==> src/design/cb_pkg.sv <==
`timescale 1ns / 1ps
// ============================================================================
// cb_pkg - shared types, constants and scan functions of the comment blanker
// Holds the configuration and scan-state structs, the code constants and the
// one-byte scan step used by the core.
// ============================================================================
package cb_pkg;

   // Window depth and nesting counter width
   localparam int MAX_MARKER      = 4;
   localparam int NEST_BITS       = 8;
   localparam int MARKER_REG_BITS = 32;
   localparam int LEN_BITS        = 3;
   localparam int FILL_W          = $clog2(MAX_MARKER + 1);
   localparam int IDX_W           = (MAX_MARKER > 1) ? $clog2(MAX_MARKER) : 1;
   localparam int CSR_ADDR_W      = 5;
   localparam int CSR_DATA_W      = 32;

   localparam logic [NEST_BITS-1:0] NEST_MAX = '1;

   // Character codes
   localparam logic [7:0] CH_SPACE  = 8'h20;
   localparam logic [7:0] CH_TAB    = 8'h09;
   localparam logic [7:0] CH_SQUOTE = 8'h27;
   localparam logic [7:0] CH_DQUOTE = 8'h22;
   localparam logic [7:0] CH_BSLASH = 8'h5C;

   // Register indexes (byte address / 4)
   typedef enum logic [2:0] {
      REG_LINE_MARKER      = 3'd0,
      REG_LINE_MARKER_LEN  = 3'd1,
      REG_BEGIN_MARKER     = 3'd2,
      REG_BEGIN_MARKER_LEN = 3'd3,
      REG_END_MARKER       = 3'd4,
      REG_END_MARKER_LEN   = 3'd5,
      REG_TRACK_QUOTES     = 3'd6
   } reg_index_type;

   typedef enum logic [1:0] {
      QUOTE_NONE   = 2'd0,
      QUOTE_SINGLE = 2'd1,
      QUOTE_DOUBLE = 2'd2
   } quote_mode_type;

   typedef struct packed {
      logic [MARKER_REG_BITS-1:0] line_marker;
      logic [LEN_BITS-1:0]        line_marker_len;
      logic [MARKER_REG_BITS-1:0] begin_marker;
      logic [LEN_BITS-1:0]        begin_marker_len;
      logic [MARKER_REG_BITS-1:0] end_marker;
      logic [LEN_BITS-1:0]        end_marker_len;
      logic                       track_quotes;
   } cfg_type;

   typedef struct packed {
      logic [MAX_MARKER-1:0][7:0] window;
      logic [FILL_W-1:0]          fill;
      logic [NEST_BITS-1:0]       nest_depth;
      quote_mode_type             quote_mode;
      logic                       in_line_comment;
      logic [FILL_W-1:0]          forced_bytes;
      logic                       forced_blank;
      logic [7:0]                 prior_out;
   } scan_state_type;

   typedef struct packed {
      scan_state_type st;
      logic [7:0]     out_byte;
   } emit_result_type;

   // Core status seen by the top-level checks
   typedef struct packed {
      logic              draining;
      logic              take;
      logic [FILL_W-1:0] fill;
   } core_status_type;

   // Clamp a marker length to the window depth
   function automatic logic [FILL_W-1:0] eff_len(logic [LEN_BITS-1:0] len);
      logic [FILL_W-1:0] r;
      if (int'(len) > MAX_MARKER) begin
         r = FILL_W'(MAX_MARKER);
      end else begin
         r = FILL_W'(len);
      end
      return r;
   endfunction

   // Shift-JIS double-byte lead
   function automatic logic is_lead(logic [7:0] b);
      return ((b >= 8'h81) && (b <= 8'h9F)) || ((b >= 8'hE0) && (b <= 8'hFC));
   endfunction

   // Compare the head of the window with a marker; bytes past the register read zero
   function automatic logic marker_match(logic [MAX_MARKER-1:0][7:0] window,
                                         logic [MARKER_REG_BITS-1:0] marker,
                                         logic [FILL_W-1:0] len,
                                         logic [FILL_W-1:0] avail);
      logic ok;
      ok = (len != '0) && (len <= avail);
      for (int i = 0; i < MAX_MARKER; i++) begin
         if ((i < int'(len)) && (window[i] != 8'(marker >> (8 * i)))) begin
            ok = 1'b0;
         end
      end
      return ok;
   endfunction

   // One output byte from the head of the window, with the state it leaves
   function automatic emit_result_type emit_head(scan_state_type st, cfg_type cfg,
                                                 logic last);
      emit_result_type   r;
      logic [7:0]        b;
      logic [FILL_W-1:0] bl;
      logic [FILL_W-1:0] el;
      logic [FILL_W-1:0] ll;
      logic              beg_hit;
      logic              end_hit;
      logic              line_hit;
      r          = '{st: st, out_byte: st.window[0]};
      b          = st.window[0];
      bl         = eff_len(cfg.begin_marker_len);
      el         = eff_len(cfg.end_marker_len);
      ll         = eff_len(cfg.line_marker_len);
      beg_hit    = (bl != '0) && marker_match(st.window, cfg.begin_marker, bl, st.fill);
      end_hit    = (bl != '0) && marker_match(st.window, cfg.end_marker, el, st.fill);
      line_hit   = marker_match(st.window, cfg.line_marker, ll, st.fill);

      if (st.forced_bytes != '0) begin
         // tail of a marker or double byte taken whole
         r.out_byte        = st.forced_blank ? CH_SPACE : b;
         r.st.forced_bytes = st.forced_bytes - 1'b1;
      end else if (st.in_line_comment) begin
         r.out_byte = (b == CH_TAB) ? b : CH_SPACE;
      end else if ((st.nest_depth != '0) && (st.quote_mode == QUOTE_NONE)) begin
         // inside a block comment
         r.out_byte = CH_SPACE;
         if (is_lead(b)) begin
            if (!last) begin
               r.st.forced_bytes = FILL_W'(1);
               r.st.forced_blank = 1'b1;
            end
         end else if (beg_hit) begin
            r.st.forced_bytes = bl - 1'b1;
            r.st.forced_blank = 1'b1;
            if (st.nest_depth != NEST_MAX) begin
               r.st.nest_depth = st.nest_depth + 1'b1;
            end
         end else if (end_hit) begin
            r.st.forced_bytes = el - 1'b1;
            r.st.forced_blank = 1'b1;
            r.st.nest_depth   = st.nest_depth - 1'b1;
         end else if (b == CH_TAB) begin
            r.out_byte = b;
         end
      end else if (is_lead(b)) begin
         if (!last) begin
            r.st.forced_bytes = FILL_W'(1);
            r.st.forced_blank = 1'b0;
         end
      end else if ((st.quote_mode == QUOTE_NONE) && beg_hit) begin
         r.out_byte        = CH_SPACE;
         r.st.forced_bytes = bl - 1'b1;
         r.st.forced_blank = 1'b1;
         if (st.nest_depth != NEST_MAX) begin
            r.st.nest_depth = st.nest_depth + 1'b1;
         end
      end else if ((st.quote_mode == QUOTE_NONE) && line_hit) begin
         r.st.in_line_comment = 1'b1;
         r.out_byte           = (b == CH_TAB) ? b : CH_SPACE;
      end else if (cfg.track_quotes && (st.prior_out != CH_BSLASH)) begin
         // toggle quote state unless escaped
         if (b == CH_SQUOTE) begin
            if (st.quote_mode == QUOTE_NONE) begin
               r.st.quote_mode = QUOTE_SINGLE;
            end else if (st.quote_mode == QUOTE_SINGLE) begin
               r.st.quote_mode = QUOTE_NONE;
            end
         end else if (b == CH_DQUOTE) begin
            if (st.quote_mode == QUOTE_NONE) begin
               r.st.quote_mode = QUOTE_DOUBLE;
            end else if (st.quote_mode == QUOTE_DOUBLE) begin
               r.st.quote_mode = QUOTE_NONE;
            end
         end
      end

      // advance the window
      r.st.prior_out = r.out_byte;
      for (int i = 0; i < MAX_MARKER - 1; i++) begin
         r.st.window[i] = st.window[i + 1];
      end
      if (st.fill != '0) begin
         r.st.fill = st.fill - 1'b1;
      end
      return r;
   endfunction

endpackage

==> src/design/cb_req_if.sv <==
`timescale 1ns / 1ps
// ============================================================================
// cb_req_if - input channel of the comment blanker
// Carries one source byte per item with its line-end mark.
// ============================================================================
interface cb_req_if;
   logic       valid;
   logic       ready;
   logic [7:0] text_byte;
   logic       line_end;

   modport source (output valid, output text_byte, output line_end, input ready);
   modport sink   (input valid, input text_byte, input line_end, output ready);
endinterface

==> src/design/cb_rsp_if.sv <==
`timescale 1ns / 1ps
// ============================================================================
// cb_rsp_if - result channel of the comment blanker
// Carries one output byte per item with its line-end and run-end marks.
// ============================================================================
interface cb_rsp_if;
   logic       valid;
   logic       ready;
   logic [7:0] out_byte;
   logic       out_line_end;
   logic       last_of_run;

   modport source (output valid, output out_byte, output out_line_end,
                   output last_of_run, input ready);
   modport sink   (input valid, input out_byte, input out_line_end,
                   input last_of_run, output ready);
endinterface

==> src/design/cb_csr.sv <==
`timescale 1ns / 1ps
// ============================================================================
// cb_csr - configuration registers of the comment blanker
// APB-style register file: marker bytes, marker lengths and quote tracking.
// ============================================================================
module cb_csr (
   input  logic                           clock,
   input  logic                           reset,
   input  logic                           csr_psel,
   input  logic                           csr_penable,
   input  logic                           csr_pwrite,
   input  logic [cb_pkg::CSR_ADDR_W-1:0]  csr_paddr,
   input  logic [cb_pkg::CSR_DATA_W-1:0]  csr_pwdata,
   output logic [cb_pkg::CSR_DATA_W-1:0]  csr_prdata,
   output logic                           csr_pready,
   output cb_pkg::cfg_type                cfg
);

   cb_pkg::cfg_type       cfg_ff;
   cb_pkg::cfg_type       cfg_in;
   cb_pkg::reg_index_type index;
   logic                  wr_en;

   assign index      = cb_pkg::reg_index_type'(csr_paddr[4:2]);
   assign wr_en      = csr_psel && csr_penable && csr_pwrite;
   assign csr_pready = 1'b1;
   assign cfg        = cfg_ff;

   // decode the write
   always_comb begin
      cfg_in = cfg_ff;
      if (wr_en) begin
         case (index)
            cb_pkg::REG_LINE_MARKER:      cfg_in.line_marker      = csr_pwdata;
            cb_pkg::REG_LINE_MARKER_LEN:  cfg_in.line_marker_len  = csr_pwdata[2:0];
            cb_pkg::REG_BEGIN_MARKER:     cfg_in.begin_marker     = csr_pwdata;
            cb_pkg::REG_BEGIN_MARKER_LEN: cfg_in.begin_marker_len = csr_pwdata[2:0];
            cb_pkg::REG_END_MARKER:       cfg_in.end_marker       = csr_pwdata;
            cb_pkg::REG_END_MARKER_LEN:   cfg_in.end_marker_len   = csr_pwdata[2:0];
            cb_pkg::REG_TRACK_QUOTES:     cfg_in.track_quotes     = csr_pwdata[0];
            default: ;
         endcase
      end
   end

   // read back
   always_comb begin
      case (index)
         cb_pkg::REG_LINE_MARKER:      csr_prdata = cfg_ff.line_marker;
         cb_pkg::REG_LINE_MARKER_LEN:  csr_prdata = 32'(cfg_ff.line_marker_len);
         cb_pkg::REG_BEGIN_MARKER:     csr_prdata = cfg_ff.begin_marker;
         cb_pkg::REG_BEGIN_MARKER_LEN: csr_prdata = 32'(cfg_ff.begin_marker_len);
         cb_pkg::REG_END_MARKER:       csr_prdata = cfg_ff.end_marker;
         cb_pkg::REG_END_MARKER_LEN:   csr_prdata = 32'(cfg_ff.end_marker_len);
         cb_pkg::REG_TRACK_QUOTES:     csr_prdata = 32'(cfg_ff.track_quotes);
         default:                      csr_prdata = '0;
      endcase
   end

   always_ff @(posedge clock) begin
      if (reset) begin
         cfg_ff <= '0;
      end else begin
         cfg_ff <= cfg_in;
      end
   end

endmodule

==> src/design/cb_core.sv <==
`timescale 1ns / 1ps
// ============================================================================
// cb_core - scan engine of the comment blanker
// Input register, lookahead window with scan state, one-byte scan step and
// result register. Line ends drain the window one result per unstalled cycle.
// ============================================================================
module cb_core (
   input  logic                    clock,
   input  logic                    reset,
   input  cb_pkg::cfg_type         cfg,
   cb_req_if.sink                  req_ch,
   cb_rsp_if.source                rsp_ch,
   output cb_pkg::core_status_type status
);

   // input register
   logic       in_valid_ff, in_valid_in;
   logic [7:0] in_byte_ff;
   logic       in_end_ff;

   // scan state
   cb_pkg::scan_state_type st_ff, st_in;
   logic                   drain_ff, drain_in;

   // result register
   logic       out_valid_ff, out_valid_in;
   logic [7:0] out_byte_ff, out_byte_in;
   logic       out_end_ff, out_end_in;
   logic       out_last_ff, out_last_in;

   cb_pkg::scan_state_type  appended;
   cb_pkg::scan_state_type  src;
   cb_pkg::emit_result_type em;
   logic [cb_pkg::FILL_W-1:0] slot;
   logic                    out_free;
   logic                    take;
   logic                    fin;

   assign out_free = !out_valid_ff || rsp_ch.ready;
   assign take     = !drain_ff && in_valid_ff && out_free;

   assign req_ch.ready        = !in_valid_ff || take;
   assign rsp_ch.valid        = out_valid_ff;
   assign rsp_ch.out_byte     = out_byte_ff;
   assign rsp_ch.out_line_end = out_end_ff;
   assign rsp_ch.last_of_run  = out_last_ff;

   assign status = '{draining: drain_ff, take: take, fill: st_ff.fill};

   // append the held byte to the window
   always_comb begin
      appended = st_ff;
      slot     = (st_ff.fill >= cb_pkg::FILL_W'(cb_pkg::MAX_MARKER))
                 ? cb_pkg::FILL_W'(cb_pkg::MAX_MARKER - 1) : st_ff.fill;
      appended.window[slot[cb_pkg::IDX_W-1:0]] = in_byte_ff;
      appended.fill = slot + 1'b1;
   end

   // one scan step on the drained or freshly appended window
   assign src = drain_ff ? st_ff : appended;
   assign em  = cb_pkg::emit_head(src, cfg, src.fill == cb_pkg::FILL_W'(1));
   assign fin = (em.st.fill == '0);

   // sequence the engine
   always_comb begin
      st_in        = st_ff;
      drain_in     = drain_ff;
      out_valid_in = out_valid_ff && !rsp_ch.ready;
      out_byte_in  = out_byte_ff;
      out_end_in   = out_end_ff;
      out_last_in  = out_last_ff;
      if (drain_ff) begin
         if (out_free) begin
            st_in        = em.st;
            out_valid_in = 1'b1;
            out_byte_in  = em.out_byte;
            out_end_in   = fin;
            out_last_in  = fin;
            if (fin) begin
               drain_in              = 1'b0;
               st_in.in_line_comment = 1'b0;
               st_in.forced_bytes    = '0;
               st_in.prior_out       = '0;
            end
         end
      end else if (take) begin
         if (in_end_ff) begin
            st_in        = em.st;
            out_valid_in = 1'b1;
            out_byte_in  = em.out_byte;
            out_end_in   = fin;
            out_last_in  = fin;
            if (fin) begin
               st_in.in_line_comment = 1'b0;
               st_in.forced_bytes    = '0;
               st_in.prior_out       = '0;
            end else begin
               drain_in = 1'b1;
            end
         end else if (appended.fill == cb_pkg::FILL_W'(cb_pkg::MAX_MARKER)) begin
            st_in        = em.st;
            out_valid_in = 1'b1;
            out_byte_in  = em.out_byte;
            out_end_in   = 1'b0;
            out_last_in  = 1'b1;
         end else begin
            st_in = appended;
         end
      end
   end

   // hold or load the input register
   always_comb begin
      in_valid_in = in_valid_ff;
      if (req_ch.valid && req_ch.ready) begin
         in_valid_in = 1'b1;
      end else if (take) begin
         in_valid_in = 1'b0;
      end
   end

   always_ff @(posedge clock) begin
      if (reset) begin
         in_valid_ff           <= 1'b0;
         out_valid_ff          <= 1'b0;
         drain_ff              <= 1'b0;
         st_ff.fill            <= '0;
         st_ff.nest_depth      <= '0;
         st_ff.quote_mode      <= cb_pkg::QUOTE_NONE;
         st_ff.in_line_comment <= 1'b0;
         st_ff.forced_bytes    <= '0;
         st_ff.forced_blank    <= 1'b0;
         st_ff.prior_out       <= '0;
      end else begin
         in_valid_ff  <= in_valid_in;
         out_valid_ff <= out_valid_in;
         drain_ff     <= drain_in;
         st_ff        <= st_in;
      end
   end

   // payload registers
   always_ff @(posedge clock) begin
      if (req_ch.valid && req_ch.ready) begin
         in_byte_ff <= req_ch.text_byte;
         in_end_ff  <= req_ch.line_end;
      end
      out_byte_ff <= out_byte_in;
      out_end_ff  <= out_end_in;
      out_last_ff <= out_last_in;
   end

endmodule

==> src/design/comment_blanker.sv <==
`timescale 1ns / 1ps
// ============================================================================
// comment_blanker - streaming source comment blanker
// Returns source bytes in order with line and block comments turned into
// spaces, keeping tabs, line ends, quoted text and Shift-JIS pairs.
// ============================================================================
// Takes one byte per cycle while the scan engine is not draining and the
// result register is free. An item passes an input register and then the
// result register. Output lags input by up to three bytes inside a line;
// the byte marked as line end drains the lookahead window, and the scan
// engine then gives one result per buffered byte (one to four), since the
// result register takes one byte per cycle while the receiver accepts.
// Configure markers only while no line is in flight.
module comment_blanker (
   input  logic                          clock,
   input  logic                          reset,
   cb_req_if.sink                        req_ch,
   cb_rsp_if.source                      rsp_ch,
   input  logic                          csr_psel,
   input  logic                          csr_penable,
   input  logic                          csr_pwrite,
   input  logic [cb_pkg::CSR_ADDR_W-1:0] csr_paddr,
   input  logic [cb_pkg::CSR_DATA_W-1:0] csr_pwdata,
   output logic [cb_pkg::CSR_DATA_W-1:0] csr_prdata,
   output logic                          csr_pready
);

   cb_pkg::cfg_type         cfg;
   cb_pkg::core_status_type status;

   cb_csr u_csr (
      .clock       (clock),
      .reset       (reset),
      .csr_psel    (csr_psel),
      .csr_penable (csr_penable),
      .csr_pwrite  (csr_pwrite),
      .csr_paddr   (csr_paddr),
      .csr_pwdata  (csr_pwdata),
      .csr_prdata  (csr_prdata),
      .csr_pready  (csr_pready),
      .cfg         (cfg)
   );

   cb_core u_core (
      .clock  (clock),
      .reset  (reset),
      .cfg    (cfg),
      .req_ch (req_ch),
      .rsp_ch (rsp_ch),
      .status (status)
   );

   // drain only runs while bytes remain in the window
   a_drain_has_bytes: assert property (@(posedge clock) disable iff (reset)
      status.draining |-> (status.fill != '0))
      else $error("drain with empty window");

   // window never rests full: a full window always emits its head
   a_window_not_full: assert property (@(posedge clock) disable iff (reset)
      status.fill != cb_pkg::FILL_W'(cb_pkg::MAX_MARKER))
      else $error("window left full");

   // no new item enters the engine during a drain
   a_no_take_in_drain: assert property (@(posedge clock) disable iff (reset)
      status.draining |-> !status.take)
      else $error("item taken during drain");

   // a line end result closes its run
   a_line_end_last: assert property (@(posedge clock) disable iff (reset)
      (rsp_ch.valid && rsp_ch.out_line_end) |-> rsp_ch.last_of_run)
      else $error("line end not last of run");

endmodule

==> src/flat_wrapper.sv <==
// flat-port wrapper written by rule: the top's interface ports become plain ports
module comment_blanker_flat 
  (clock, reset, csr_psel, csr_penable, csr_pwrite, csr_paddr, csr_pwdata, csr_prdata, csr_pready, req_ch_valid, req_ch_text_byte, req_ch_line_end, req_ch_ready, rsp_ch_valid, rsp_ch_out_byte, rsp_ch_out_line_end, rsp_ch_last_of_run, rsp_ch_ready);
  cb_req_if req_ch_i ();
  cb_rsp_if rsp_ch_i ();
  input  logic clock;
  input  logic reset;
  input  logic csr_psel;
  input  logic csr_penable;
  input  logic csr_pwrite;
  input  logic [cb_pkg::CSR_ADDR_W-1:0] csr_paddr;
  input  logic [cb_pkg::CSR_DATA_W-1:0] csr_pwdata;
  output logic [cb_pkg::CSR_DATA_W-1:0] csr_prdata;
  output logic csr_pready;
  input wire logic [$bits(req_ch_i.valid)-1:0] req_ch_valid;
  input wire logic [$bits(req_ch_i.text_byte)-1:0] req_ch_text_byte;
  input wire logic [$bits(req_ch_i.line_end)-1:0] req_ch_line_end;
  output wire logic [$bits(req_ch_i.ready)-1:0] req_ch_ready;
  output wire logic [$bits(rsp_ch_i.valid)-1:0] rsp_ch_valid;
  output wire logic [$bits(rsp_ch_i.out_byte)-1:0] rsp_ch_out_byte;
  output wire logic [$bits(rsp_ch_i.out_line_end)-1:0] rsp_ch_out_line_end;
  output wire logic [$bits(rsp_ch_i.last_of_run)-1:0] rsp_ch_last_of_run;
  input wire logic [$bits(rsp_ch_i.ready)-1:0] rsp_ch_ready;
  assign req_ch_i.valid = req_ch_valid;
  assign req_ch_i.text_byte = req_ch_text_byte;
  assign req_ch_i.line_end = req_ch_line_end;
  assign req_ch_ready = req_ch_i.ready;
  assign rsp_ch_valid = rsp_ch_i.valid;
  assign rsp_ch_out_byte = rsp_ch_i.out_byte;
  assign rsp_ch_out_line_end = rsp_ch_i.out_line_end;
  assign rsp_ch_last_of_run = rsp_ch_i.last_of_run;
  assign rsp_ch_i.ready = rsp_ch_ready;
  comment_blanker u_core (.clock(clock), .reset(reset), .req_ch(req_ch_i), .rsp_ch(rsp_ch_i), .csr_psel(csr_psel), .csr_penable(csr_penable), .csr_pwrite(csr_pwrite), .csr_paddr(csr_paddr), .csr_pwdata(csr_pwdata), .csr_prdata(csr_prdata), .csr_pready(csr_pready));
endmodule
==> config.mk <==
export PLATFORM = sky130hd
export DESIGN_NAME = comment_blanker_flat
export DESIGN_NICKNAME = d
export VERILOG_FILES = /design/src/design/cb_pkg.sv /design/src/design/cb_req_if.sv /design/src/design/cb_rsp_if.sv /design/src/design/cb_csr.sv /design/src/design/cb_core.sv /design/src/design/comment_blanker.sv /design/src/flat_wrapper.sv
export SDC_FILE = /design/constraint.sdc
export NUM_CORES = 1
export LEC_CHECK = 0
export ABC_AREA = 1
export CORE_ASPECT_RATIO = 1.25
export CORE_MARGIN = 1
export CORE_UTILIZATION = 45
export DETAILED_ROUTE_END_ITERATION = 6
export DONT_BUFFER_PORTS = 1
export GPL_ROUTABILITY_DRIVEN = 0
export PLACE_DENSITY = 0.56
export REMOVE_ABC_BUFFERS = 1
export SYNTH_ARGS = -nofsm -noshare
export SYNTH_HDL_FRONTEND = slang
export SYNTH_SLANG_ARGS = --single-unit
==> constraint.sdc <==
create_clock -name clock -period 7.4 [get_ports clock]
set_input_delay 0.37 -clock clock [delete_from_list [all_inputs] [get_ports clock]]
set_output_delay 0.37 -clock clock [all_outputs]
set_load 0.05 [all_outputs]
==> metrics.md, run 1 <==
| Metric | Value |
|---|---|
| Launch point of the worst reg-to-reg path | u_core.u_core.status[2] |
| Maximum number of pins on one net before global-route repair | 112 |
| Data required time of the worst path | 7740 ps |
| Max capacitance violation total | 0 |
| Maximum operating frequency | 0.243 GHz |
| Reg area | 0.00423 mm² |
| Setup slack after layout | 3280 ps |
| Die width | 147 µm |
| Count of flip-flops with a built-in enable after synthesis | 51 |
| Number of buffers inserted by post-CTS setup repair | 0 |
| Highest fanout seen on the critical path | 17 |
| Max-Slew Margin vs Limit | 0.204 |
| Number of DRC markers in iteration 0 | 714 |
| Clock-pin transition on the worst setup and hold timing paths | 70 ps |
| Port bufs | 0 |
| Asr flop ratio synth | 0 |
| Count of endpoints failing setup in the final report | 0 |
| Synth-to-Final Area Change | 8.58% |
| Insertion delay of the later-clocked pin in the worst-skew pair | 450 ps |
| Initial antenna violation count | 1 |
| Synth Register Bits | 186 |
| Total power density per cell area | 405 mW/mm² |
| Effective utilization at floorplan | 0.456 |
| Final number of max-transition violations | 0 |
| CP Class | register to register |
| Hold path startpoint | req_ch_line_end |
| Number of sinks handled by clock tree synthesis | 186 |
| All-layer global routing usage | 0.285 |
| Layout cell share with drive strength beyond 1 | 0.0651 |
| Highest ir drop seen on vdd | 0.169 mV |
| Pin slew with the least headroom to its limit | 1220 ps |
| Total negative slack | 0 ps |
| Final design instance area without fill | 0.0129 mm² |
| Final routed wire length divided by cell count | 17.8 µm |
| Die Y | 183 µm |
| Post-synthesis cell type with the largest combined area | dfxtp_1 |
| Post-synth cell types | 46 |
| Via count of the first global-routing pass | 11200 |
| Net count reported at finish | 1865 |
| Final wirelength | 38100 µm |
| Crit. Startpoint | u_core.u_core.status[2] |
| Time the final worst path needs with I/O delays and setup | 4120 ps |
| Vias post-DR | 11700 |
| DP Area | 0.0122 mm² |
| Clock tree buffer depth | 2 |
| Wire length of the first global-routing pass | 59300 µm |
| Post-detail-place hpwl | 26900 µm |
| Leading post-synthesis cells by cell area | dfxtp_1 23%, nand2_1 17%, edfxtp_1 13% |
| Detailed-route DRC error count | 0 |
| Post-CTS resize count | 0 |
| Clock buffers created by TritonCTS | 17 |
| Detailed-router iteration count before antenna repair | 5 |
| Final Hold Vio Count | 0 |
| Element type at the critical path start | register |
| TritonCTS clock tree | built |
| Core Util, Final | 0.496 |
| Per-instance average area after synthesis | 6.58 µm² |
| Fill count | 2704 |
| Area of the placeable core | 0.0259 mm² |
| Count of antenna-violating nets left after detailed routing | 0 |
| Final period utilization | 0.556 |
| Die Footprint | 0.0270 mm² |
| Arrival time of data at the critical path endpoint | 4450 ps |
| Top-Level Pins | 98 |
| Via density per instance | 5.47 |
| Top flip-flop cell by instance count after synthesis | dfxtp_1 |
| Total number of placement rows | 66 |
| Critical path endpoint category | register |
| Number of hold buffers added after CTS | 1 |
| Multi-input gate area | 0.00647 mm² |
| Worst hold-check slack | 17.0 ps |
| Worst slack, placed | 3310 ps |
| Clock Skew | 11.9 ps |
| Leakage | 5.45 nW |
| Cells after Synth | 1799 |
| Count of synthesis-stage warnings from yosys | 0 |
| Part of the Yosys area used for sequential elements | 0.358 |
| Overall overflow remaining after global route | 0 |
| Outcome | completed |
| RSZ-0062 raised after global routing | no |
| Area share of the largest cell type after synthesis | 0.228 |
| Kind of path behind the tightest hold check | input port to register |
| H-tree levels | 4 |
| CTS root buffer | clkbuf_16 |
| Combined area of all synthesized cells | 0.0118 mm² |
-- area by class of cell --
| type | count | share of cell area |
|---|---|---|
| Inverter | 209 | 0.0612 |
| Tap cell | 340 | 0.0331 |
| Clock inverter | 13 | 0.0129 |
| Multi-Input combinational cell | 1330 | 0.503 |
| Sequential cell | 186 | 0.329 |
| Timing Repair Buffer | 41 | 0.0259 |
| Antenna cell | 1 | 0.000195 |
| Clock buffer | 19 | 0.0337 |
-- power by group --
group	switching, mW	internal, mW	leakage (nW)	total [mW]
clock network	0.439	0.536	0.285	0.975
registers	0.185	1.24	1.57	1.43
logic	1.96	0.839	3.60	2.80
total	2.59	2.62	5.45	5.20
-- routing by layer --
metal	global-route usage	vias to the layer above	routed length, µm
li1	-	5906	-
met1	0.321	5441	15400
met2	0.523	284	19700
met3	0.0396	67	1550
met4	0.136	0	1420
met5	0	-	0
-- Yosys cell counts, types with 4 or more instances --
master and n:
nand4_1 21, o21ai_0 143, nand3_2 6, xor2_1 17, or2_1 6, clkbuf_1 52
nor3_1 12, inv_1 198, o21ai_1 6, a21oi_1 133, buf_2 8, o221ai_1 30
o211ai_1 11, inv_2 6, dfxtp_1 135, o22ai_1 21, or2_2 13, nand3_1 157
nand2_1 545, buf_4 5, ha_1 27, clkinv_1 4, nand3b_1 7, nor2_1 131
nand2_2 15, buf_6 6, edfxtp_1 51
-- worst max-delay path, cell delays in order, from the launching register on --
cell,delay [ps]
dfxtp_1,390
nor2_1,130
inv_1,120
ha_1,590
nand2_2,380
nand2_1,250
nand2_1,190
nand2_1,100
nand4_1,80
nor2_1,180
nand2_1,190
nand2_1,100
nand3_1,110
a21oi_4,420
inv_1,220
o21ai_0,200
nand2_1,70
nand2_1,70
nand3_1,60
nand2_1,100
a21oi_1,60
-- registers in the layout, summed over array words and instances, names as in the netlist --
register / count
u_core.u_core.rsp_ch.out_byte: 8
u_core.u_core.st_ff: 32
u_core.u_core.in_valid_ff: 1
u_core.u_csr.cfg: 106
u_core.u_core.rsp_ch.last_of_run: 1
u_core.u_core.status: 3
u_core.u_core.drain_ff: 1
u_core.u_core.in_end_ff: 1
u_core.u_core.appended: 23
u_core.u_core.rsp_ch.valid: 1
u_core.u_core.in_byte_ff: 8
u_core.u_core.rsp_ch.out_line_end: 1
-- per-stage QoR --
step	power (mW)	cells
final	5.20	2139
after global routing	5.65	2138
after CTS	5.20	2133
after global placement	4.19	2100
after floorplan	3.46	1725
after detailed placement	4.23	2100
-- cells by family after synthesis --
kind of cell | Yosys count | share of synthesized area
compound gates | 360 | 0.172
xor+xnor | 20 | 0.0148
fa+ha+maj | 27 | 0.0285
buf+inv | 283 | 0.0962
flops | 186 | 0.358
mux | 2 | 0.00180
other cells | 1 | 0.000317
simple gates | 920 | 0.329
-- path summary, 6_finish.rpt --
| check | end | slack [ps] | cells after the start |
|---|---|---|---|
| setup / recovery | u_core.u_core.appended[18] | 3280 | 20 |
| hold / removal | u_core.u_core.in_end_ff | 20 | 0 |
| setup reg to reg | u_core.u_core.appended[18] | 3280 | 20 |
| hold reg to reg | u_core.u_core.appended[5] | 470 | 2 |
-- placed cells by master (no fill, tap or decap), types with 9 or more instances in the layout --
master | Yosys | routed
xor2_1 | 17 | 17
or2_2 | 13 | 13
nand2_2 | 15 | 15
nand2_1 | 545 | 545
dfxtp_1 | 135 | 135
inv_1 | 198 | 196
inv_2 | 6 | 9
nand3_1 | 157 | 157
o211ai_1 | 11 | 11
nor3_1 | 12 | 11
a21oi_1 | 133 | 133
edfxtp_1 | 51 | 51
clkbuf_16 | 0 | 17
o21ai_0 | 143 | 142
ha_1 | 27 | 27
nand4_1 | 21 | 21
o22ai_1 | 21 | 21
nor2_1 | 131 | 130
buf_4 | 5 | 35
o221ai_1 | 30 | 30
(Power assumes the default switching activity.)
==> inputs of run 2 (changes only) <==
Settings changed: ABC_AREA 1 to 0.
Clock period 7.4 ns to 4.3 ns, I/O delays scaled along.
==> metrics.md, run 2 <==
| Metric | Value |
|---|---|
| TritonCTS clock tree | built |
| Cells after DPL | 1866 (-11%) |
| Leading post-synthesis cells by cell area | dfxtp_1 22%, edfxtp_1 13%, nand2_1 8.1% |
| Setup slack of the most critical reg-to-reg path | 260 ps (-3020 ps) |
| Effective utilization at floorplan | 0.460 (+0.00361) |
| Hold path startpoint | csr_paddr[4] |
| Total negative slack | 0 ps (unchanged) |
| Port bufs | 0 (unchanged) |
| Count of endpoints failing setup in the final report | 0 (unchanged) |
| Post-synth cell types | 90 (+96%) |
| RSZ-0062 raised after global routing | no |
| Leakage | 5.00 nW (-8.4%) |
| Count of antenna-violating nets left after detailed routing | 0 (unchanged) |
| Final period utilization | 0.938 (+0.382) |
| Vias post-DR | 11500 (-1.4%) |
| Total number of placement rows | 66 (unchanged) |
| Pin slew with the least headroom to its limit | 1220 ps (+2.77 ps) |
| Final number of max-transition violations | 0 (unchanged) |
| Clock Skew | 11.6 ps (-0.246 ps) |
| DP Area | 0.0127 mm² (+3.9%) |
| Layout cell share with drive strength beyond 1 | 0.0973 (+0.0322) |
| Combined area of all synthesized cells | 0.0120 mm² (+1.8%) |
| Synth-to-Final Area Change | 14.3% |
| Crit path largest cell delay | 530 ps (-60 ps) |
| Net count reported at finish | 1670 (-10%) |
| Register-to-Register Path Depth | 14 (-30%) |
| Final design instance area without fill | 0.0138 mm² (+7.1%) |
| Cell at the slowest stage of the critical path | or4b_1 |
| Setup slack after layout | 265 ps (-3020 ps) |
| Number of DRC markers in iteration 0 | 998 (+40%) |
| Max capacitance violation total | 0 (unchanged) |
| Total Power | 5.62 mW (+8.1%) |
| Clock tree buffer depth | 2 (unchanged) |
| Number of sinks handled by clock tree synthesis | 186 (unchanged) |
| Per-instance average area after synthesis | 7.79 µm² (+18%) |
| CTS root buffer | clkbuf_16 |
| Most frequent cells in the layout | 259 x nand2_1, 178 x a21oi_1, 167 x nor2_1, 134 x dfxtp_1, 75 x buf_4 |
| Final Hold Vio Count | 0 (unchanged) |
| Detailed-route DRC error count | 0 (unchanged) |
| Leading cell type in the layout, fill and taps excluded | nand2_1 |
| Number of diodes | 0 (-1) |
| Critical path endpoint category | register |
| Outcome | completed |
| Maximum operating frequency | 0.248 GHz (+2.0%) |
| Number of buffers inserted by post-CTS setup repair | 0 (unchanged) |
| Element type at the critical path start | register |
| Overall overflow remaining after global route | 0 (unchanged) |
| Count of flip-flops with a built-in enable after synthesis | 51 (unchanged) |
| Part of the Yosys area used for sequential elements | 0.352 (-0.00617) |
| Cells after Synth | 1545 (-14%) |
| CP Class | register to register |
| Crit. Startpoint | u_core.u_core.status[2] |
| Worst hold-check slack | 22.5 ps (+5.48 ps) |
| Number of standard cells in the final layout excluding fillers | 1943 (-9.2%) |
| Top flip-flop cell by instance count after synthesis | dfxtp_1 |
| Dominant cell by count in the synthesized netlist | nand2_1 |
| Maximum number of pins on one net before global-route repair | 130 (+16%) |
| Arrival time of data at the critical path endpoint | 4380 ps (-70 ps) |
| Max-Slew Margin vs Limit | 0.199 (-0.00454) |
| Final routed wire length divided by cell count | 21.0 µm (+18%) |
| Kind of path behind the tightest hold check | input port to register |
| Count of synthesis-stage warnings from yosys | 0 (unchanged) |
| Top post-synthesis cells by count | 259 x nand2_1, 178 x a21oi_1, 169 x nor2_1 |
| Highest ir drop seen on vdd | 0.245 mV (+45%) |
| Data required time of the worst path | 4640 ps (-3100 ps) |
| Post-detail-place hpwl | 28300 µm (+5.2%) |
| Insertion delay of the later-clocked pin in the worst-skew pair | 460 ps (about the same) |
| Synth Register Bits | 186 (unchanged) |
| Die width | 148 µm (+0.86%) |
| Top-Level Pins | 98 (unchanged) |
| Post-synthesis cell type with the largest combined area | dfxtp_1 |
| H-tree levels | 4 (unchanged) |
| Worst slack, placed | 76.9 ps (-3240 ps) |
| Total power density per cell area | 409 mW/mm² (+0.91%) |
| Worst hold path cell count | 3 (+3) |
| Time the final worst path needs with I/O delays and setup | 4040 ps (-81.6 ps) |
| Via density per instance | 5.94 (+8.6%) |
| Asr flop ratio synth | 0 (unchanged) |
| R2r endpoint | u_core.u_core.appended[19] |
| Area of the placeable core | 0.0262 mm² (+0.96%) |
| Largest register FFs | 106 (unchanged) |
| Launch point of the worst reg-to-reg path | u_core.u_core.status[2] |
| Highest fanout seen on the critical path | 11 (-6) |
| All-layer global routing usage | 0.301 (+0.0159) |
| Initial antenna violation count | 0 (-1) |
| Detailed-router iteration count before antenna repair | 5 (unchanged) |
| Clock buffers created by TritonCTS | 17 (unchanged) |
| Hold EP | u_core.u_csr.cfg[0] |
| Clock-pin transition on the worst setup and hold timing paths | 80 ps (about the same) |
| Cells traversed along the worst timing path | or2_2, inv_1, ha_1, and2b_4, buf_4, buf_4, a21oi_1, o22ai_1, nor3_1, a41oi_1, o211ai_1, or4b_1, a21oi_1, mux2_1 |
| Final wirelength | 40900 µm (+7.4%) |
| Via count of the first global-routing pass | 10800 (-3.7%) |
| Die Footprint | 0.0274 mm² (+1.7%) |
| Wire length of the first global-routing pass | 62500 µm (+5.3%) |
| Core Util, Final | 0.526 (+0.0302) |
| Cell family contributing the most delay on the critical path | compound AO/OA/AOI/OAI gates |
| Die Y | 185 µm (+0.86%) |
| Area share of the largest cell type after synthesis | 0.224 (-0.00394) |
| Buf+Inv Stages, Crit Path | 3 (+1) |
==> run 2: cell types whose count changed in the layout (fill, tap and decap cells not counted), moves of 20 or more <==
cell and delta:
buf_4 +40, nor2_1 +37, a21oi_1 +45, nand3_1 -126
o221ai_1 -20, dlygate4sd3_1 +39, xnor2_1 +48, o22ai_1 +23
mux2i_1 +69, nand2_1 -286, inv_1 -122, o21ai_0 -105
==> run 2: where the power goes <==
| part | total (mW) | internal, mW | switching, mW |
|---|---|---|---|
| logic | 1.85 | 0.753 | 1.09 |
| registers | 2.13 | 1.95 | 0.186 |
| clock network | 1.65 | 0.857 | 0.792 |
==> run 2: worst max-delay path by stage <==
stage                                             endpoint  depth (start not counted)
final                           u_core.u_core.appended[19]                         14
after global routing            u_core.u_core.appended[19]                         14
after CTS                       u_core.u_core.appended[19]                         14
after detailed placement  u_core.u_core.rsp_ch.out_byte[1]                         15
after global placement          u_core.u_core.appended[19]                         14
after floorplan                 u_core.u_core.appended[19]                         13
==> run 2: what timing repair did <==
item / in CTS / in global routing
setup endpoints to repair: 0 / 31
hold buffers: 45 / 0
resized for setup: 0 / 13
endpoints found under the hold margin: 138 / 0
==> run 2: cell families after synthesis <==
logic type	after synthesis	share of synthesized area
simple gates	590	0.217
xor+xnor	79	0.0575
buf+inv	170	0.0577
compound gates	412	0.218
other cells	1	0.000311
mux	80	0.0698
fa+ha+maj	27	0.0281
flops	186	0.352
==> run 2: layout make-up <==
class	instances	area (µm²)
Clock buffer	18	450
Clock inverter	14	150
Fill cell	2526	12400
Inverter	75	282
Multi-Input combinational cell	1189	7170
Sequential cell	186	4240
Tap cell	340	425
Timing Repair Buffer	121	1050
==> run 2: worst reg2reg max path: stages (launching register included) <==
cell      delay [ps]
dfxtp_2          350
or2_2            350
inv_1            120
ha_1             260
and2b_4          190
buf_4            200
buf_4            210
a21oi_1          170
o22ai_1          180
nor3_1           100
a41oi_1          500
o211ai_1         250
or4b_1           530
a21oi_1          190
mux2_1           330
==> run 2: layer usage <==
layer | part of all wire | GRT usage | vias to the layer above
met3 | 0.050 | 0.0362 | 101
li1 | - | - | 5570
met5 | 0 | 0 | -
met1 | 0.42 | 0.374 | 5467
met4 | 0.042 | 0.144 | 0
met2 | 0.48 | 0.514 | 402
==> inputs of run 3 (changes only) <==
Settings changed: CTS_BUF_LIST set to sky130_fd_sc_hd__clkbuf_8.
Clock period 4.3 ns to 4.8 ns, I/O delays scaled along.
==> metrics.md, run 3 (same netlist as run 2, synthesis figures left out) <==
| Metric | Value |
|---|---|
| Outcome | completed |
| Top-Level Pins | 98 (unchanged) |
| H-tree levels | 4 (unchanged) |
| Number of diodes | 0 (unchanged) |
| Wire length of the first global-routing pass | 62900 µm (+0.67%) |
| Clock buffers created by TritonCTS | 17 (unchanged) |
| Final number of max-transition violations | 0 (unchanged) |
| Maximum operating frequency | 0.219 GHz (-12%) |
| Effective utilization at floorplan | 0.460 (unchanged) |
| Clock Skew | 17.3 ps (+5.67 ps) |
| TritonCTS clock tree | built |
| Leakage | 4.78 nW (-4.3%) |
| Total number of placement rows | 66 (unchanged) |
| Leading cell type in the layout, fill and taps excluded | nand2_1 |
| Launch point of the worst reg-to-reg path | u_core.u_core.status[2] |
| Synth-to-Final Area Change | 10.4% |
| Count of endpoints failing setup in the final report | 0 (unchanged) |
| Die Footprint | 0.0274 mm² (unchanged) |
| Final design instance area without fill | 0.0133 mm² (-3.4%) |
| Time the final worst path needs with I/O delays and setup | 4570 ps (+532 ps) |
| Number of sinks handled by clock tree synthesis | 186 (unchanged) |
| Register-to-Register Path Depth | 13 (-1) |
| All-layer global routing usage | 0.300 (-0.000795) |
| Final Hold Vio Count | 0 (unchanged) |
| Element type at the critical path start | register |
| Clock tree buffer depth | 2 (unchanged) |
| Worst slack, placed | 248 ps (+171 ps) |
| Highest fanout seen on the critical path | 9 (-2) |
| Vias post-DR | 11500 (-0.061%) |
| CP Class | register to register |
| Clock-pin transition on the worst setup and hold timing paths | 100 ps (+20 ps) |
| Cells traversed along the worst timing path | or2_2, ha_1, nand2b_1, buf_4, mux2i_1, xnor2_1, nor4_1, nand3_1, a2111oi_2, nand2_1, a31oi_4, nand2b_1, o21ai_1 |
| Arrival time of data at the critical path endpoint | 4920 ps (+540 ps) |
| Crit path largest cell delay | 600 ps (+70 ps) |
| Worst hold path cell count | 3 (unchanged) |
| Total negative slack | 0 ps (unchanged) |
| Layout cell share with drive strength beyond 1 | 0.0693 (-0.0281) |
| Area of the placeable core | 0.0262 mm² (unchanged) |
| Most frequent cells in the layout | 258 x nand2_1, 178 x a21oi_1, 167 x nor2_1, 135 x dfxtp_1, 81 x inv_1 |
| Kind of path behind the tightest hold check | input port to register |
| Cell at the slowest stage of the critical path | nor4_1 |
| Maximum number of pins on one net before global-route repair | 131 (+0.77%) |
| Via count of the first global-routing pass | 10900 (+1.5%) |
| Number of DRC markers in iteration 0 | 1058 (+6.0%) |
| Net count reported at finish | 1641 (-1.7%) |
| RSZ-0062 raised after global routing | no |
| Via density per instance | 6.03 (+1.5%) |
| Final routed wire length divided by cell count | 21.3 µm (+1.5%) |
| Final period utilization | 0.951 (+0.0130) |
| Crit. Startpoint | u_core.u_core.status[2] |
| Hold path startpoint | reset |
| Critical path endpoint category | register |
| Data required time of the worst path | 5150 ps (+510 ps) |
| Initial antenna violation count | 0 (unchanged) |
| Post-CTS resize count | 0 (unchanged) |
| Number of buffers inserted by post-CTS setup repair | 0 (unchanged) |
| Number of cells on the critical path | 13 (-1) |
| Max capacitance violation total | 0 (unchanged) |
| Overall overflow remaining after global route | 0 (unchanged) |
| Buf+Inv Stages, Crit Path | 1 (-2) |
| Post-detail-place hpwl | 28400 µm (+0.42%) |
| Worst hold-check slack | 33.4 ps (+10.9 ps) |
| Highest ir drop seen on vdd | 0.167 mV (-32%) |
| Count of antenna-violating nets left after detailed routing | 0 (unchanged) |
| Pin slew with the least headroom to its limit | 1210 ps (-11.8 ps) |
| CTS root buffer | clkbuf_8 |
| Final wirelength | 40800 µm (about the same) |
| Max-Slew Margin vs Limit | 0.207 (+0.00774) |
| Dominant cell type by count on the critical path | nand2b_1 |
| Detailed-router iteration count before antenna repair | 6 (+1) |
| Setup slack of the most critical reg-to-reg path | 230 ps (-30 ps) |
| Die width | 148 µm (unchanged) |
| Die Y | 185 µm (unchanged) |
| Number of hold buffers added after CTS | 47 (+4.4%) |
| DP Area | 0.0124 mm² (-1.9%) |
| Setup slack after layout | 233 ps (-31.7 ps) |
| Detailed-route DRC error count | 0 (unchanged) |
| Largest register FFs | 106 (unchanged) |
| Insertion delay of the later-clocked pin in the worst-skew pair | 480 ps (+20 ps) |
| Total power density per cell area | 346 mW/mm² (-15%) |
| Cell family contributing the most delay on the critical path | simple AND/OR/NAND/NOR gates |
| Port bufs | 0 (unchanged) |
## run 3: final timing paths
check	end
setup / recovery	u_core.u_core.appended[2]
hold / removal	u_core.u_core.appended[6]
setup reg to reg	u_core.u_core.appended[2]
hold reg to reg	u_core.u_core.appended[2]
## run 3: power breakdown
part / switching [mW] / internal (mW) / total, mW / leakage (nW)
registers: 0.167 / 1.74 / 1.91 / 1.56
logic: 0.971 / 0.605 / 1.58 / 2.99
clock network: 0.583 / 0.533 / 1.12 / 0.229
total: 1.72 / 2.88 / 4.60 / 4.78
## run 3: area by class of cell
cell class,instances,area (µm²)
inverter,75,282
fill,2633,12900
sequential,186,4230
clock buffer,19,262
tap,340,425
timing repair buffer,92,826
clock inverter,13,140
multi-input combinational,1189,7130
## run 3: worst reg2reg max path: stages, from the launching register on
cell,delay [ps]
dfxtp_1,380
or2_2,370
ha_1,310
nand2b_1,260
buf_4,240
mux2i_1,540
xnor2_1,140
nor4_1,600
nand3_1,300
a2111oi_2,500
nand2_1,200
a31oi_4,270
nand2b_1,250
o21ai_1,80
## run 3: routing by layer
layer,global-route usage,up-vias,part of all wire
met2,0.508,421,0.48
met5,0,-,0
li1,-,5501,-
met1,0.369,5518,0.42
met3,0.0424,93,0.053
met4,0.155,0,0.045
## run 3: through the flow
step	util	total power, mW	std cells
5_1_grt	0.508	4.83	1914
3_5_place_dp	0.474	3.43	1835
2_1_floorplan	-	2.96	1450
4_1_cts	0.508	4.60	1914
3_3_place_gp	0.474	3.41	1835
6_report	0.508	4.60	1914
